**src/rtl/lru_page_replacement_top_assert.svh**
```systemverilog
// Assertion macros used by the LRU page replacement top level.
`ifndef LRU_PAGE_REPLACEMENT_TOP_ASSERT_SVH
`define LRU_PAGE_REPLACEMENT_TOP_ASSERT_SVH

// Same-cycle implication, disabled while reset is asserted.
`define LRUPR_ASSERT_NOW(lbl, clk, rst_n, ante, cons, msg) \
  lbl: assert property (@(posedge clk) disable iff (!rst_n) (ante) |-> (cons)) \
    else $error(msg);

// Next-cycle implication, disabled while reset is asserted.
`define LRUPR_ASSERT_NEXT(lbl, clk, rst_n, ante, cons, msg) \
  lbl: assert property (@(posedge clk) disable iff (!rst_n) (ante) |=> (cons)) \
    else $error(msg);

`endif

```
**src/rtl/lrupr_pkg.sv**
```systemverilog
// Shared constants and types for the LRU page replacement block.
package lrupr_pkg;

  // Default geometry
  localparam int FRAMES_DEF    = 16;
  localparam int PAGE_BITS_DEF = 16;

  // Fixed port widths
  localparam int CFG_W      = 5;
  localparam int PAGE_IN_W  = 16;
  localparam int SLOT_OUT_W = 4;
  localparam int TOTAL_W    = 32;
  localparam int WIDE_W     = 32;

  // Reset value of the frames-in-use register
  localparam logic [CFG_W-1:0] CFG_RESET = 5'd16;

  // Rank update kinds
  localparam logic RK_TOUCH = 1'b0;
  localparam logic RK_FILL  = 1'b1;

  // Rank file update command
  typedef struct packed {
    logic en;
    logic kind;
  } rank_cmd_t;

endpackage

```
**src/rtl/lrupr_page_ram.sv**
```systemverilog
// Frame page store: one write port, one registered read port.
module lrupr_page_ram #(
  parameter int DEPTH = 16,
  parameter int WIDTH = 16,
  localparam int AW = $clog2(DEPTH)
) (
  input  logic             clk,
  input  logic             we,
  input  logic [AW-1:0]    waddr,
  input  logic [WIDTH-1:0] wdata,
  input  logic [AW-1:0]    raddr,
  output logic [WIDTH-1:0] rdata
);

  logic [WIDTH-1:0] mem [DEPTH];
  logic [WIDTH-1:0] rdata_r;

  // Write port
  always_ff @(posedge clk) begin
    if (we) begin
      mem[waddr] <= wdata;
    end
  end

  // Registered read port
  always_ff @(posedge clk) begin
    rdata_r <= mem[raddr];
  end

  assign rdata = rdata_r;

endmodule

```
**src/rtl/lrupr_rank_file.sv**
```systemverilog
// Frame valid bits and recency ranks with parallel aging update.
module lrupr_rank_file #(
  parameter int FRAMES = lrupr_pkg::FRAMES_DEF,
  localparam int IDX_W = $clog2(FRAMES)
) (
  input  logic                 clk,
  input  logic                 rst_n,
  input  lrupr_pkg::rank_cmd_t cmd,
  input  logic [IDX_W-1:0]     cmd_slot,
  input  logic [IDX_W-1:0]     cmd_old_rank,
  input  logic [IDX_W-1:0]     rd_idx,
  output logic                 rd_valid,
  output logic [IDX_W-1:0]     rd_rank
);

  import lrupr_pkg::*;

  logic [FRAMES-1:0] valid_r;
  logic [FRAMES-1:0] valid_nxt;
  logic [IDX_W-1:0]  rank_r   [FRAMES];
  logic [IDX_W-1:0]  rank_nxt [FRAMES];

  // Aging: a fill ages every valid frame, a touch ages only the more recent ones
  always_comb begin
    valid_nxt = valid_r;
    rank_nxt  = rank_r;
    if (cmd.en) begin
      for (int i = 0; i < FRAMES; i++) begin
        if (cmd.kind == RK_FILL) begin
          if (valid_r[i]) begin
            rank_nxt[i] = rank_r[i] + IDX_W'(1);
          end
        end else if (valid_r[i] && (rank_r[i] < cmd_old_rank)) begin
          rank_nxt[i] = rank_r[i] + IDX_W'(1);
        end
      end
      rank_nxt[cmd_slot]  = '0;
      valid_nxt[cmd_slot] = 1'b1;
    end
  end

  always_ff @(posedge clk) begin
    if (!rst_n) begin
      valid_r <= '0;
      rank_r  <= '{default: '0};
    end else begin
      valid_r <= valid_nxt;
      rank_r  <= rank_nxt;
    end
  end

  // Scan read
  assign rd_valid = valid_r[rd_idx];
  assign rd_rank  = rank_r[rd_idx];

endmodule

```
**src/rtl/lru_page_replacement_top.sv**
```systemverilog
// LRU page replacement top level: sequencer, frame scan compare unit, totals.
// The scan covers frames_in_use frames (clamped to 1..FRAMES), one frame per cycle.
// A new transaction is accepted only once the previous result has been loaded into the
// output register; in_stall is high from acceptance until then.
// Reset (rst_n low, synchronous): all frames empty, ranks and totals zero,
// frames_in_use back to 16, no result pending.
module lru_page_replacement_top #(
  parameter int FRAMES    = lrupr_pkg::FRAMES_DEF,
  parameter int PAGE_BITS = lrupr_pkg::PAGE_BITS_DEF
) (
  input  logic                             clk,
  input  logic                             rst_n,
  input  logic                             cfg_we,
  input  logic [lrupr_pkg::CFG_W-1:0]      cfg_wdata,
  input  logic                             in_valid,
  output logic                             in_stall,
  input  logic [lrupr_pkg::PAGE_IN_W-1:0]  in_page_number,
  output logic                             out_valid,
  input  logic                             out_stall,
  output logic                             out_hit,
  output logic [lrupr_pkg::SLOT_OUT_W-1:0] out_frame_slot,
  output logic                             out_evicted_valid,
  output logic [lrupr_pkg::PAGE_IN_W-1:0]  out_evicted_page,
  output logic [lrupr_pkg::TOTAL_W-1:0]    out_hit_total,
  output logic [lrupr_pkg::TOTAL_W-1:0]    out_fault_total
);

  import lrupr_pkg::*;

  `include "lru_page_replacement_top_assert.svh"

  localparam int IDX_W = $clog2(FRAMES);
  localparam int CNT_W = $clog2(FRAMES + 1);

  // Sequencer states
  localparam logic [1:0] ST_IDLE   = 2'd0;
  localparam logic [1:0] ST_SCAN   = 2'd1;
  localparam logic [1:0] ST_UPDATE = 2'd2;
  localparam logic [1:0] ST_POST   = 2'd3;

  logic [1:0]           state_r, state_nxt;
  logic [CFG_W-1:0]     frames_in_use_r;
  logic [PAGE_BITS-1:0] page_r;
  logic [CNT_W-1:0]     act_r;
  logic [CNT_W-1:0]     rd_cnt_r;
  logic                 cmp_vld_r;
  logic [IDX_W-1:0]     cmp_idx_r;

  logic                 found_r, empty_r;
  logic [IDX_W-1:0]     hit_slot_r, hit_rank_r;
  logic [IDX_W-1:0]     empty_slot_r;
  logic [IDX_W-1:0]     vict_slot_r, best_rank_r;
  logic [PAGE_BITS-1:0] vict_page_r;

  logic [TOTAL_W-1:0]   hit_cnt_r, fault_cnt_r;

  logic                 res_hit_r, res_ev_r;
  logic [IDX_W-1:0]     res_slot_r;
  logic [PAGE_BITS-1:0] res_evpage_r;

  logic                  out_valid_r, out_hit_r, out_evicted_valid_r;
  logic [SLOT_OUT_W-1:0] out_frame_slot_r;
  logic [PAGE_IN_W-1:0]  out_evicted_page_r;
  logic [TOTAL_W-1:0]    out_hit_total_r, out_fault_total_r;

  logic                 in_acc, iss_vld, out_load;
  logic [WIDE_W-1:0]    in_ext, cfg_ext, ev_ext, slot_ext;
  logic [PAGE_BITS-1:0] page_in;
  logic [CNT_W-1:0]     act_in;
  logic [PAGE_BITS-1:0] ram_rdata;
  logic                 rk_valid;
  logic [IDX_W-1:0]     rk_rank;
  rank_cmd_t            rk_cmd;
  logic [IDX_W-1:0]     upd_slot, upd_old_rank;
  logic                 ram_we;

  // Input handshake and operand shaping
  assign in_stall = (state_r != ST_IDLE);
  assign in_acc   = in_valid && !in_stall;
  assign in_ext   = WIDE_W'(in_page_number);
  assign page_in  = in_ext[PAGE_BITS-1:0];
  assign cfg_ext  = WIDE_W'(frames_in_use_r);

  // Active frame count, clamped to 1..FRAMES
  always_comb begin
    if (frames_in_use_r == '0) begin
      act_in = CNT_W'(1);
    end else if (cfg_ext > WIDE_W'(FRAMES)) begin
      act_in = CNT_W'(FRAMES);
    end else begin
      act_in = CNT_W'(frames_in_use_r);
    end
  end

  // Configuration register
  always_ff @(posedge clk) begin
    if (!rst_n) begin
      frames_in_use_r <= CFG_RESET;
    end else if (cfg_we) begin
      frames_in_use_r <= cfg_wdata;
    end
  end

  // Sequencer
  assign iss_vld  = (state_r == ST_SCAN) && (rd_cnt_r < act_r);
  assign out_load = (state_r == ST_POST) && (!out_valid_r || !out_stall);

  always_comb begin
    state_nxt = state_r;
    case (state_r)
      ST_IDLE:   if (in_acc) state_nxt = ST_SCAN;
      ST_SCAN:   if (!iss_vld && !cmp_vld_r) state_nxt = ST_UPDATE;
      ST_UPDATE: state_nxt = ST_POST;
      ST_POST:   if (out_load) state_nxt = ST_IDLE;
      default:   state_nxt = ST_IDLE;
    endcase
  end

  always_ff @(posedge clk) begin
    if (!rst_n) begin
      state_r   <= ST_IDLE;
      cmp_vld_r <= 1'b0;
    end else begin
      state_r   <= state_nxt;
      cmp_vld_r <= iss_vld;
    end
  end

  // Read issue: one frame address per cycle
  always_ff @(posedge clk) begin
    if (in_acc) begin
      page_r   <= page_in;
      act_r    <= act_in;
      rd_cnt_r <= '0;
    end else if (iss_vld) begin
      rd_cnt_r <= rd_cnt_r + CNT_W'(1);
    end
    if (iss_vld) begin
      cmp_idx_r <= rd_cnt_r[IDX_W-1:0];
    end
  end

  // Compare unit: match, first empty frame and oldest frame, one frame per cycle
  always_ff @(posedge clk) begin
    if (in_acc) begin
      found_r <= 1'b0;
      empty_r <= 1'b0;
    end else if (cmp_vld_r) begin
      if (rk_valid && (ram_rdata == page_r) && !found_r) begin
        found_r    <= 1'b1;
        hit_slot_r <= cmp_idx_r;
        hit_rank_r <= rk_rank;
      end
      if (!rk_valid && !empty_r) begin
        empty_r      <= 1'b1;
        empty_slot_r <= cmp_idx_r;
      end
      // lowest frame wins a tie
      if ((cmp_idx_r == '0) || (rk_rank > best_rank_r)) begin
        best_rank_r <= rk_rank;
        vict_slot_r <= cmp_idx_r;
        vict_page_r <= ram_rdata;
      end
    end
  end

  // Update commands for the rank file and page store
  always_comb begin
    upd_slot     = found_r ? hit_slot_r : (empty_r ? empty_slot_r : vict_slot_r);
    upd_old_rank = found_r ? hit_rank_r : best_rank_r;
    rk_cmd.en    = (state_r == ST_UPDATE);
    rk_cmd.kind  = (!found_r && empty_r) ? RK_FILL : RK_TOUCH;
    ram_we       = (state_r == ST_UPDATE) && !found_r;
  end

  lrupr_page_ram #(
    .DEPTH (FRAMES),
    .WIDTH (PAGE_BITS)
  ) u_page_ram (
    .clk   (clk),
    .we    (ram_we),
    .waddr (upd_slot),
    .wdata (page_r),
    .raddr (rd_cnt_r[IDX_W-1:0]),
    .rdata (ram_rdata)
  );

  lrupr_rank_file #(
    .FRAMES (FRAMES)
  ) u_rank_file (
    .clk          (clk),
    .rst_n        (rst_n),
    .cmd          (rk_cmd),
    .cmd_slot     (upd_slot),
    .cmd_old_rank (upd_old_rank),
    .rd_idx       (cmp_idx_r),
    .rd_valid     (rk_valid),
    .rd_rank      (rk_rank)
  );

  // Saturating totals
  always_ff @(posedge clk) begin
    if (!rst_n) begin
      hit_cnt_r   <= '0;
      fault_cnt_r <= '0;
    end else if (state_r == ST_UPDATE) begin
      if (found_r) begin
        if (hit_cnt_r != '1) hit_cnt_r <= hit_cnt_r + TOTAL_W'(1);
      end else begin
        if (fault_cnt_r != '1) fault_cnt_r <= fault_cnt_r + TOTAL_W'(1);
      end
    end
  end

  // Result capture
  always_ff @(posedge clk) begin
    if (state_r == ST_UPDATE) begin
      res_hit_r    <= found_r;
      res_ev_r     <= !found_r && !empty_r;
      res_slot_r   <= upd_slot;
      res_evpage_r <= (!found_r && !empty_r) ? vict_page_r : '0;
    end
  end

  assign ev_ext   = WIDE_W'(res_evpage_r);
  assign slot_ext = WIDE_W'(res_slot_r);

  // Output register
  always_ff @(posedge clk) begin
    if (!rst_n) begin
      out_valid_r <= 1'b0;
    end else if (out_load) begin
      out_valid_r <= 1'b1;
    end else if (!out_stall) begin
      out_valid_r <= 1'b0;
    end
  end

  always_ff @(posedge clk) begin
    if (out_load) begin
      out_hit_r           <= res_hit_r;
      out_frame_slot_r    <= slot_ext[SLOT_OUT_W-1:0];
      out_evicted_valid_r <= res_ev_r;
      out_evicted_page_r  <= ev_ext[PAGE_IN_W-1:0];
      out_hit_total_r     <= hit_cnt_r;
      out_fault_total_r   <= fault_cnt_r;
    end
  end

  assign out_valid         = out_valid_r;
  assign out_hit           = out_hit_r;
  assign out_frame_slot    = out_frame_slot_r;
  assign out_evicted_valid = out_evicted_valid_r;
  assign out_evicted_page  = out_evicted_page_r;
  assign out_hit_total     = out_hit_total_r;
  assign out_fault_total   = out_fault_total_r;

  // Checks
  `LRUPR_ASSERT_NEXT(a_acc_scan, clk, rst_n, in_acc, state_r == ST_SCAN, "accepted item did not start a scan")
  `LRUPR_ASSERT_NOW(a_hit_no_evict, clk, rst_n, out_valid_r, !(out_hit_r && out_evicted_valid_r), "hit reported an eviction")
  `LRUPR_ASSERT_NOW(a_evpage_zero, clk, rst_n, out_valid_r && !out_evicted_valid_r, out_evicted_page_r == '0, "evicted page nonzero without eviction")
  `LRUPR_ASSERT_NEXT(a_update_post, clk, rst_n, state_r == ST_UPDATE, (state_r == ST_POST) && (rd_cnt_r == act_r), "update not followed by result stage")

endmodule
```
**config.mk**
```make
export PLATFORM = sky130hd
export DESIGN_NAME = lru_page_replacement_top
export DESIGN_NICKNAME = d
export VERILOG_FILES = /design/src/rtl/lrupr_pkg.sv /design/src/rtl/lrupr_page_ram.sv /design/src/rtl/lrupr_rank_file.sv /design/src/rtl/lru_page_replacement_top.sv
export VERILOG_INCLUDE_DIRS = /design/src /design/src/rtl
export SDC_FILE = /design/constraint.sdc
export NUM_CORES = 1
export LEC_CHECK = 0
export ABC_AREA = 1
export ABC_CLOCK_PERIOD_IN_PS = 14000
export BUFFER_PORTS_ARGS = -buffer_cell sky130_fd_sc_hd__buf_2
export CORE_ASPECT_RATIO = 1.1
export CORE_MARGIN = 2
export CORE_UTILIZATION = 65
export CTS_BUF_LIST = sky130_fd_sc_hd__clkbuf_2 sky130_fd_sc_hd__clkbuf_4 sky130_fd_sc_hd__clkbuf_8
export DETAILED_ROUTE_END_ITERATION = 7
export PLACE_DENSITY_LB_ADDON = 0.12
export SYNTH_ARGS = -nofsm -noshare
export SYNTH_HDL_FRONTEND = slang
export SYNTH_HIERARCHICAL = 1
export SYNTH_SLANG_ARGS = --single-unit
```
**constraint.sdc**
```tcl
create_clock -name clk -period 14 [get_ports clk]
set_input_delay 1.4 -clock clk [delete_from_list [all_inputs] [get_ports clk]]
set_output_delay 1.4 -clock clk [all_outputs]
set_load 0.02 [all_outputs]
```
==> out/metrics.cfg, run 1 <==
[detailed_routing]
met3WireLength_mm = 6.48
initial_drt_pass_iterations = 6
detail_route.drc_violations = 0
wl_per_cell_um = 18.1
initialDrtViolationCount = 2408
detailroute.via_count = 23900
dr.max_layer_used = met4
drt_wl_total_mm = 75.1
post_drt_via_cell_ratio = 5.76
met2WireLength_mm = 36.2
final_antenna_net_count = 0
wl_met1_mm = 29.6

[critical_path]
critical_path_class = flip-flop to flip-flop
critical_path.startpoint_type = flip-flop
crit_path_max_fanout = 32
cp_cell_sequence = inv_1 > o21ai_0 > o21ai_0 > o221ai_1 > o21ai_0 > ha_1 > nand2_1 > o21ai_0 > o21ai_0 > a21oi_2 > buf_4
timing.critical_path.slowest_stage_cell = sky130_fd_sc_hd__edfxtp_1
worst-endpoint-arrival_ps = 4070
critPathMostFrequentCell = sky130_fd_sc_hd__o21ai_0
critical_path.endpoint_type = flip-flop
crit_path_max_incr_delay_ps = 940
cp-startpoint = cmp_idx_r[1]
cell_family_contributing_the_most_delay_on_the_critical_path = compound AO/OA/AOI/OAI gates
cp.required_ps = 14330
critical_path_buffer_and_inverter_count = 2
timing.rr.start = cmp_idx_r[1]

[job]
max_cap_violations = 0

[global_route]
first_global_vias = 22200
grt_start_max_net_pins = 99
number_of_antenna_violations_at_the_first_check_in_global_routing = 0
global_route_wire_length_before_repair_mm = 118
global_route.usage.total_pct = 31.7
gr-total-overflow = 0

[floorplanning]
overall_die_width_um = 207
core_region_area_sq_um = 44700
die_area_sq_um = 47100
num_rows = 81
die_h_um = 228
pin_count = 114
initial_core_util_pct = 66.1

[synth]
synth_area_per_cell_sq_um = 8.76
synth.net_count = 3480
ys.warnings.count = 6
synth.top_cells.by_area = sky130_fd_sc_hd__edfxtp_1, sky130_fd_sc_hd__nand2_1, sky130_fd_sc_hd__dfxtp_1
synth-async-reset-ratio_pct = 0
synthDominantAreaCellType = sky130_fd_sc_hd__edfxtp_1
yosys_register_bits = 601
ys_types = 47
synth_seq_area_share_pct = 55.2
dominantRegCellSynth = sky130_fd_sc_hd__edfxtp_1
netlist_area_sq_um = 29500
post_synth_edffs = 425
synth_cells = 3372
yosysTopAreaCellShare_pct = 43.2

[clock_tree]
tritoncts = built
hold_buffers = 0
cts.reportedPaths.clkPinSlew_ps = 70
buffers_from_clock_root_to_sink_at_most = 3
clock_tree.root_cell = sky130_fd_sc_hd__clkbuf_8
sinks_on_clock_net = 601
clock_tree.htree_level_count = 3
cts_inserted_buffers = 96
worstSkewPairLatency_ps = 690
post_cts_resize_count = 0
post_cts.repair.setup_buffers = 0

[timing]
worst_pin_slew_ps = 1210
setup_viol = 0
fin_skew_ps = 41.0
layout_min_cycle_time_ps = 3740
timing.fmax_mhz = 268
report.final.hold_viol_count = 0
report.final.slew_viol_count = 0
rsz0062_at_grt = no
setup_tns_ps = 0
whs_ps = 393
finalCritPeriodShare_pct = 26.7
worst_slew_margin_rel_pct = 19.2

[layout]
num-nets-final = 3595
final_layout_size_suffix_gt1_share_pct = 12.0
diodes = 0
seqCellArea_sq_um = 16300
total_area_of_multi_input_combinational_cells_sq_um = 11000
layout.cells.most_common_list = sky130_fd_sc_hd__nand2_1, sky130_fd_sc_hd__edfxtp_1, sky130_fd_sc_hd__inv_1, sky130_fd_sc_hd__nand3_1, sky130_fd_sc_hd__nor2_1
nFillCells = 3392
syn_to_final_growth_pct = 9.68
layout.cells.most_common = sky130_fd_sc_hd__nand2_1

[power_and_ir_drop]
total_leakage_power_uw = 0.0133
seq_power_share_pct = 44.7
irDropWorstVdd_mv = 0.142
p_switching_uw = 1830
share_clk_of_total_power_pct = 29.9
p_int_uw = 3390
power_density_nw_per_um2 = 161
swShare_pct = 35.0
gate_power_share_pct = 25.5

[placement]
placement.io_buffers = 113
gpl.final_weighted_congestion = 0.954
post-dp-hpwl_mm = 49.1

[min_path]
worstHoldStart = res_evpage_r[5]
hp-class = flip-flop to flip-flop

[outcome]
status = finished, final reports clean

==> power by group through the flow <==
stage | logic [uW] | clock network (uW) | registers [uW]
5_1_grt | 1470 | 1660 | 2350
4_1_cts | 1310 | 1580 | 2330
3_5_place_dp | 1310 | 0 | 2370
2_1_floorplan | 957 | 0 | 2310
6_report | 1330 | 1560 | 2330
3_3_place_gp | 1280 | 0 | 2360
==> worst reg2reg max path: cells and delay by family, from the launching register on <==
| kind | cells | cell delay (ps) |
|---|---|---|
| DFF | 1 | 940 |
| AOI/OAI and AO/OA | 7 | 1260 |
| buffers and inverters | 2 | 740 |
| adders and majority gates | 1 | 370 |
| and+or+nand+nor | 1 | 70 |
==> state kept, by name, summed over array words and instances (netlist names), 4 cells and up <==
name / count
act_r: 5
vict_slot_r: 4
hit_slot_r: 4
page_r: 16
u_rank_file/rank_r: 64
hit_cnt_r: 32
out_evicted_page: 16
best_rank_r: 4
fault_cnt_r: 32
vict_page_r: 16
res_evpage_r: 16
out_fault_total: 32
u_page_ram/rdata: 16
u_rank_file/valid_r: 16
res_slot_r: 4
rd_cnt_r: 5
empty_slot_r: 4
frames_in_use_r: 5
out_frame_slot: 4
u_page_ram/mem: 256
cmp_idx_r: 4
out_hit_total: 32
hit_rank_r: 4
==> cell families (layout without fill, tap and decap cells) <==
| family | after synthesis | in the layout | share of synthesized area, % |
|---|---|---|---|
| compound gates | 383 | 383 | 7.46 |
| xor+xnor | 52 | 52 | 1.54 |
| fa+ha+maj | 82 | 82 | 3.47 |
| buf+inv | 536 | 727 | 7.61 |
| flops | 601 | 601 | 55.2 |
| simple gates | 1718 | 1718 | 24.8 |
==> final cells by class <==
type | count | share of cell area (%)
sequential | 601 | 50.3
multi-input combinational | 2235 | 34.1
clock buffer | 143 | 5.40
inverter | 411 | 4.78
timing repair buffer | 142 | 2.42
tap | 581 | 2.24
clock inverter | 31 | 0.777
==> cells in the mapped netlist, types with 2 or more instances <==
| library cell | count |
|---|---|
| sky130_fd_sc_hd__clkbuf_1 | 41 |
| sky130_fd_sc_hd__nor4_1 | 2 |
| sky130_fd_sc_hd__ha_1 | 82 |
| sky130_fd_sc_hd__nand2_2 | 26 |
| sky130_fd_sc_hd__a211oi_1 | 13 |
| sky130_fd_sc_hd__buf_2 | 41 |
| sky130_fd_sc_hd__o21ai_2 | 10 |
| sky130_fd_sc_hd__xnor2_1 | 29 |
| sky130_fd_sc_hd__and3_1 | 2 |
| sky130_fd_sc_hd__dfxtp_1 | 176 |
| sky130_fd_sc_hd__or2_2 | 6 |
| sky130_fd_sc_hd__nor2_2 | 7 |
| sky130_fd_sc_hd__o21ai_1 | 5 |
| sky130_fd_sc_hd__o22ai_1 | 7 |
| sky130_fd_sc_hd__o221ai_1 | 11 |
| sky130_fd_sc_hd__a21oi_1 | 181 |
| sky130_fd_sc_hd__nand2_1 | 939 |
| sky130_fd_sc_hd__nor3_1 | 12 |
| sky130_fd_sc_hd__a31oi_1 | 13 |
| sky130_fd_sc_hd__nand3_1 | 346 |
| sky130_fd_sc_hd__nand3b_1 | 7 |
| sky130_fd_sc_hd__nand3_2 | 2 |
| sky130_fd_sc_hd__inv_1 | 398 |
| sky130_fd_sc_hd__o211ai_1 | 4 |
| sky130_fd_sc_hd__nor2_1 | 304 |
| sky130_fd_sc_hd__buf_6 | 12 |
| sky130_fd_sc_hd__a21oi_2 | 29 |
| sky130_fd_sc_hd__nand2_4 | 8 |
| sky130_fd_sc_hd__nand4_1 | 48 |
| sky130_fd_sc_hd__inv_2 | 12 |
| sky130_fd_sc_hd__o21ai_0 | 104 |
| sky130_fd_sc_hd__nor2_4 | 4 |
| sky130_fd_sc_hd__xor2_1 | 23 |
| sky130_fd_sc_hd__buf_1 | 7 |
| sky130_fd_sc_hd__nand2_8 | 2 |
| sky130_fd_sc_hd__buf_4 | 24 |
| sky130_fd_sc_hd__edfxtp_1 | 425 |
==> worst paths after layout <==
check        slack (ps)  cells past startpoint                   to
max               10260                     11      vict_page_r[13]
min                 390                      0  out_evicted_page[5]
max reg2reg       10260                     11      vict_page_r[13]
min reg2reg         390                      0  out_evicted_page[5]
==> metrics by stage <==
step | instances | instance area [sq um] | setup slack [ps] | total power, uW | util [%]
2_1_floorplan | 3372 | 29500 | 7860 | 3270 | -
3_3_place_gp | 3970 | 30400 | 10380 | 3640 | 68.0
3_5_place_dp | 3970 | 30400 | 10360 | 3680 | 68.0
4_1_cts | 4144 | 32400 | 10330 | 5220 | 72.5
5_1_grt | 4144 | 32400 | 9920 | 5480 | 72.5
6_report | 4144 | 32400 | 10260 | 5220 | 72.5
==> metal layers <==
| layer | global-route usage (%) | vias up |
|---|---|---|
| met3 | 5.34 | 201 |
| met1 | 40.4 | 11200 |
| li1 | - | 11400 |
| met4 | 14.5 | 0 |
| met5 | 0 | - |
| met2 | 53.5 | 1106 |
Power figures use the tool's default switching activity.
==> inputs of run 2 (changes only) <==
Settings changed: ABC_CLOCK_PERIOD_IN_PS 14000 to 3100, CORE_UTILIZATION 65 to 58.
Clock period 14 ns to 3.1 ns, I/O delays scaled along.
==> out/metrics.cfg, run 2 (synthesized netlist as in run 1, its figures left out) <==
[outcome]
status = finished, final reports clean

[power_and_ir_drop]
share_clk_of_total_power_pct = 31.1  ; +1.2 points
p_switching_uw = 8310  ; +350%
gate_power_share_pct = 25.9  ; +0.4 points
irDropWorstVdd_mv = 0.671  ; +370%
power_uw = 24300  ; +360%
seq_power_share_pct = 43.0  ; -1.7 points
swShare_pct = 34.2  ; -0.80 points
power_density_nw_per_um2 = 724  ; +350%
total_leakage_power_uw = 0.0139  ; +4.0%
p_int_uw = 16000  ; +370%

[detailed_routing]
detail_route.drc_violations = 0  ; unchanged
initialDrtViolationCount = 2118  ; -12%
final_antenna_net_count = 0  ; unchanged
post_drt_via_cell_ratio = 5.55  ; -3.6%
initial_drt_pass_iterations = 5  ; -1
detailroute.via_count = 24000  ; +0.42%
drt_wl_total_mm = 77.1  ; +2.7%
wl_per_cell_um = 17.9  ; -1.4%

[global_route]
global_route.usage.total_pct = 29.4  ; -2.2 points
grt_start_max_net_pins = 75  ; -24%
number_of_antenna_violations_at_the_first_check_in_global_routing = 1  ; +1
first_global_vias = 22700  ; +2.5%
global_route_wire_length_before_repair_mm = 120  ; +1.8%
gr-total-overflow = 0  ; unchanged

[critical_path]
rr_endpoint = u_rank_file/rank_r[25]
cp.required_ps = 3670  ; -10,660 ps
timing.critical_path.to = u_rank_file/rank_r[25]
critical_path.endpoint_type = flip-flop
cell_depth_of_the_worst_flop_to_flop_path = 10  ; -1
reg2reg_setup_slack_ps = 170  ; -10,090 ps
worst-endpoint-arrival_ps = 3490  ; -580 ps
critical_path_class = flip-flop to flip-flop
critical_path.startpoint_type = flip-flop
crit_path_max_fanout = 10  ; -69%
timing.rr.start = found_r
cp-startpoint = found_r

[floorplanning]
overall_die_width_um = 219  ; +5.8%
num_rows = 86  ; +6.2%
core_region_area_sq_um = 50300  ; +12%
die_area_sq_um = 52700  ; +12%
initial_core_util_pct = 58.8  ; -7.3 points
pin_count = 114  ; unchanged
die_h_um = 241  ; +5.8%

[timing]
worst_slew_margin_rel_pct = 44.2  ; +25 points
layout_min_cycle_time_ps = 2930  ; -810 ps
report.final.slew_viol_count = 0  ; unchanged
rsz0062_at_grt = no
report.final.hold_viol_count = 0  ; unchanged
setup_viol = 0  ; unchanged
finalCritPeriodShare_pct = 94.4  ; +68 points
worst_pin_slew_ps = 835  ; -376 ps
fin_skew_ps = 25.6  ; -15.4 ps
timing.fmax_mhz = 342  ; +28%
setup_tns_ps = 0  ; unchanged

[placement]
placement.io_buffers = 113  ; unchanged
gpl.final_weighted_congestion = 0.925  ; -3.0%
post-dp-hpwl_mm = 50.8  ; +3.5%

[clock_tree]
tritoncts = built
buffers_from_clock_root_to_sink_at_most = 3  ; unchanged
cts_inserted_buffers = 96  ; unchanged
sinks_on_clock_net = 601  ; unchanged
clock_tree.root_cell = sky130_fd_sc_hd__clkbuf_8
cts.reportedPaths.clkPinSlew_ps = 60  ; about the same
clock_tree.htree_level_count = 3  ; unchanged
worstSkewPairLatency_ps = 700  ; about the same

[layout]
final_layout_size_suffix_gt1_share_pct = 13.6  ; +1.6 points
largest_register_ff_count = 256  ; unchanged
layout.cells.most_common_list = sky130_fd_sc_hd__nand2_1, sky130_fd_sc_hd__edfxtp_1, sky130_fd_sc_hd__inv_1, sky130_fd_sc_hd__nand3_1, sky130_fd_sc_hd__nor2_1
syn_to_final_growth_pct = 13.6
final_core_util_pct = 66.7  ; -5.7 points
regMostFlops = u_page_ram/mem
layout.cells.most_common = sky130_fd_sc_hd__nand2_1
num-nets-final = 3680  ; +2.4%
biggestRegsByFlops = u_page_ram/mem x256, u_rank_file/rank_r x64
nFillCells = 3980  ; +17%

[job]
max_cap_violations = 0  ; unchanged

[min_path]
hp-class = input port to flip-flop

## run 2: cell types whose count changed in the layout (fill, tap and decap cells not counted), sizes merged
| cell | delta |
|---|---|
| buf | +53 |
| dlygate4sd3 | +32 |
| bufinv | +3 |
| inv | +2 |
| clkbuf | -1 |
| clkinv | +1 |
| clkinvlp | +1 |
| diode | +1 |
## run 2: worst min-delay path by stage
| stage | slack, ps | to | startpoint | depth (start not counted) |
|---|---|---|---|---|
| 3_3_place_gp | 400 | out_evicted_page[15] | res_evpage_r[15] | 0 |
| 2_1_floorplan | 400 | out_evicted_page[0] | res_evpage_r[0] | 0 |
| 6_report | 90 | rd_cnt_r[3] | in_valid | 4 |
| 5_1_grt | 90 | rd_cnt_r[3] | in_valid | 4 |
| 3_5_place_dp | 400 | out_evicted_page[11] | res_evpage_r[11] | 0 |
| 4_1_cts | 30 | rd_cnt_r[3] | in_valid | 4 |
## run 2: power by group through the flow
stage                     sequential (uW)  combinational, uW  clock, uW
after floorplan                     10400               4330          0
after global placement              10600               6050          0
after detailed placement            10600               6170          0
after CTS                           10400               6240       7690
after global routing                10500               7000       8040
final                               10400               6290       7540
## run 2: layout make-up
| type | count | area [sq um] | share of cell area, % |
|---|---|---|---|
| diodes | 1 | 2.50 | 0.00746 |
| well taps | 660 | 826 | 2.46 |
| clock buffers | 142 | 1800 | 5.36 |
| multi-input cells | 2235 | 11100 | 33.0 |
| repair buffers | 227 | 1610 | 4.81 |
| flip-flops and latches | 601 | 16300 | 48.6 |
| inverters | 411 | 1550 | 4.61 |
| clock inverters | 38 | 389 | 1.16 |
## run 2: critical path: stages (launching register included)
cell                      delay (ps)
sky130_fd_sc_hd__dfxtp_1         440
sky130_fd_sc_hd__nor2_1          430
sky130_fd_sc_hd__nand2_1          90
sky130_fd_sc_hd__nand3_1         440
sky130_fd_sc_hd__inv_2            90
sky130_fd_sc_hd__nor2_2          270
sky130_fd_sc_hd__inv_1           270
sky130_fd_sc_hd__o21ai_0         530
sky130_fd_sc_hd__a21oi_1          90
sky130_fd_sc_hd__nand2_1          90
sky130_fd_sc_hd__a21oi_1          60
## run 2: through the flow
step           area [sq um]  worst slack, ps  hold WS, ps  instances
2_1_floorplan         29500             72.0          400       3372
3_3_place_gp          31000              277          403       4102
3_5_place_dp          31000              187          405       4102
4_1_cts               33500              211         31.9       4314
5_1_grt               33500             56.0         87.5       4315
6_report              33500              174         94.3       4315
## run 2: metal layers
metal | vias up | wire length, um | global-route usage, %
met5 | - | 0 | 0
met3 | 179 | 5190 | 4.99
met4 | 0 | 2670 | 12.9
met2 | 870 | 37100 | 49.2
li1 | 11600 | - | -
met1 | 11300 | 32100 | 37.8
## run 2: repair_timing
item | in CTS | in global routing
setup buffers | 0 | 0
resized for setup | 0 | 1
hold buffers | 32 | 0
endpoints found under the setup margin | 0 | 3
endpoints found under the hold margin | 22 | 0
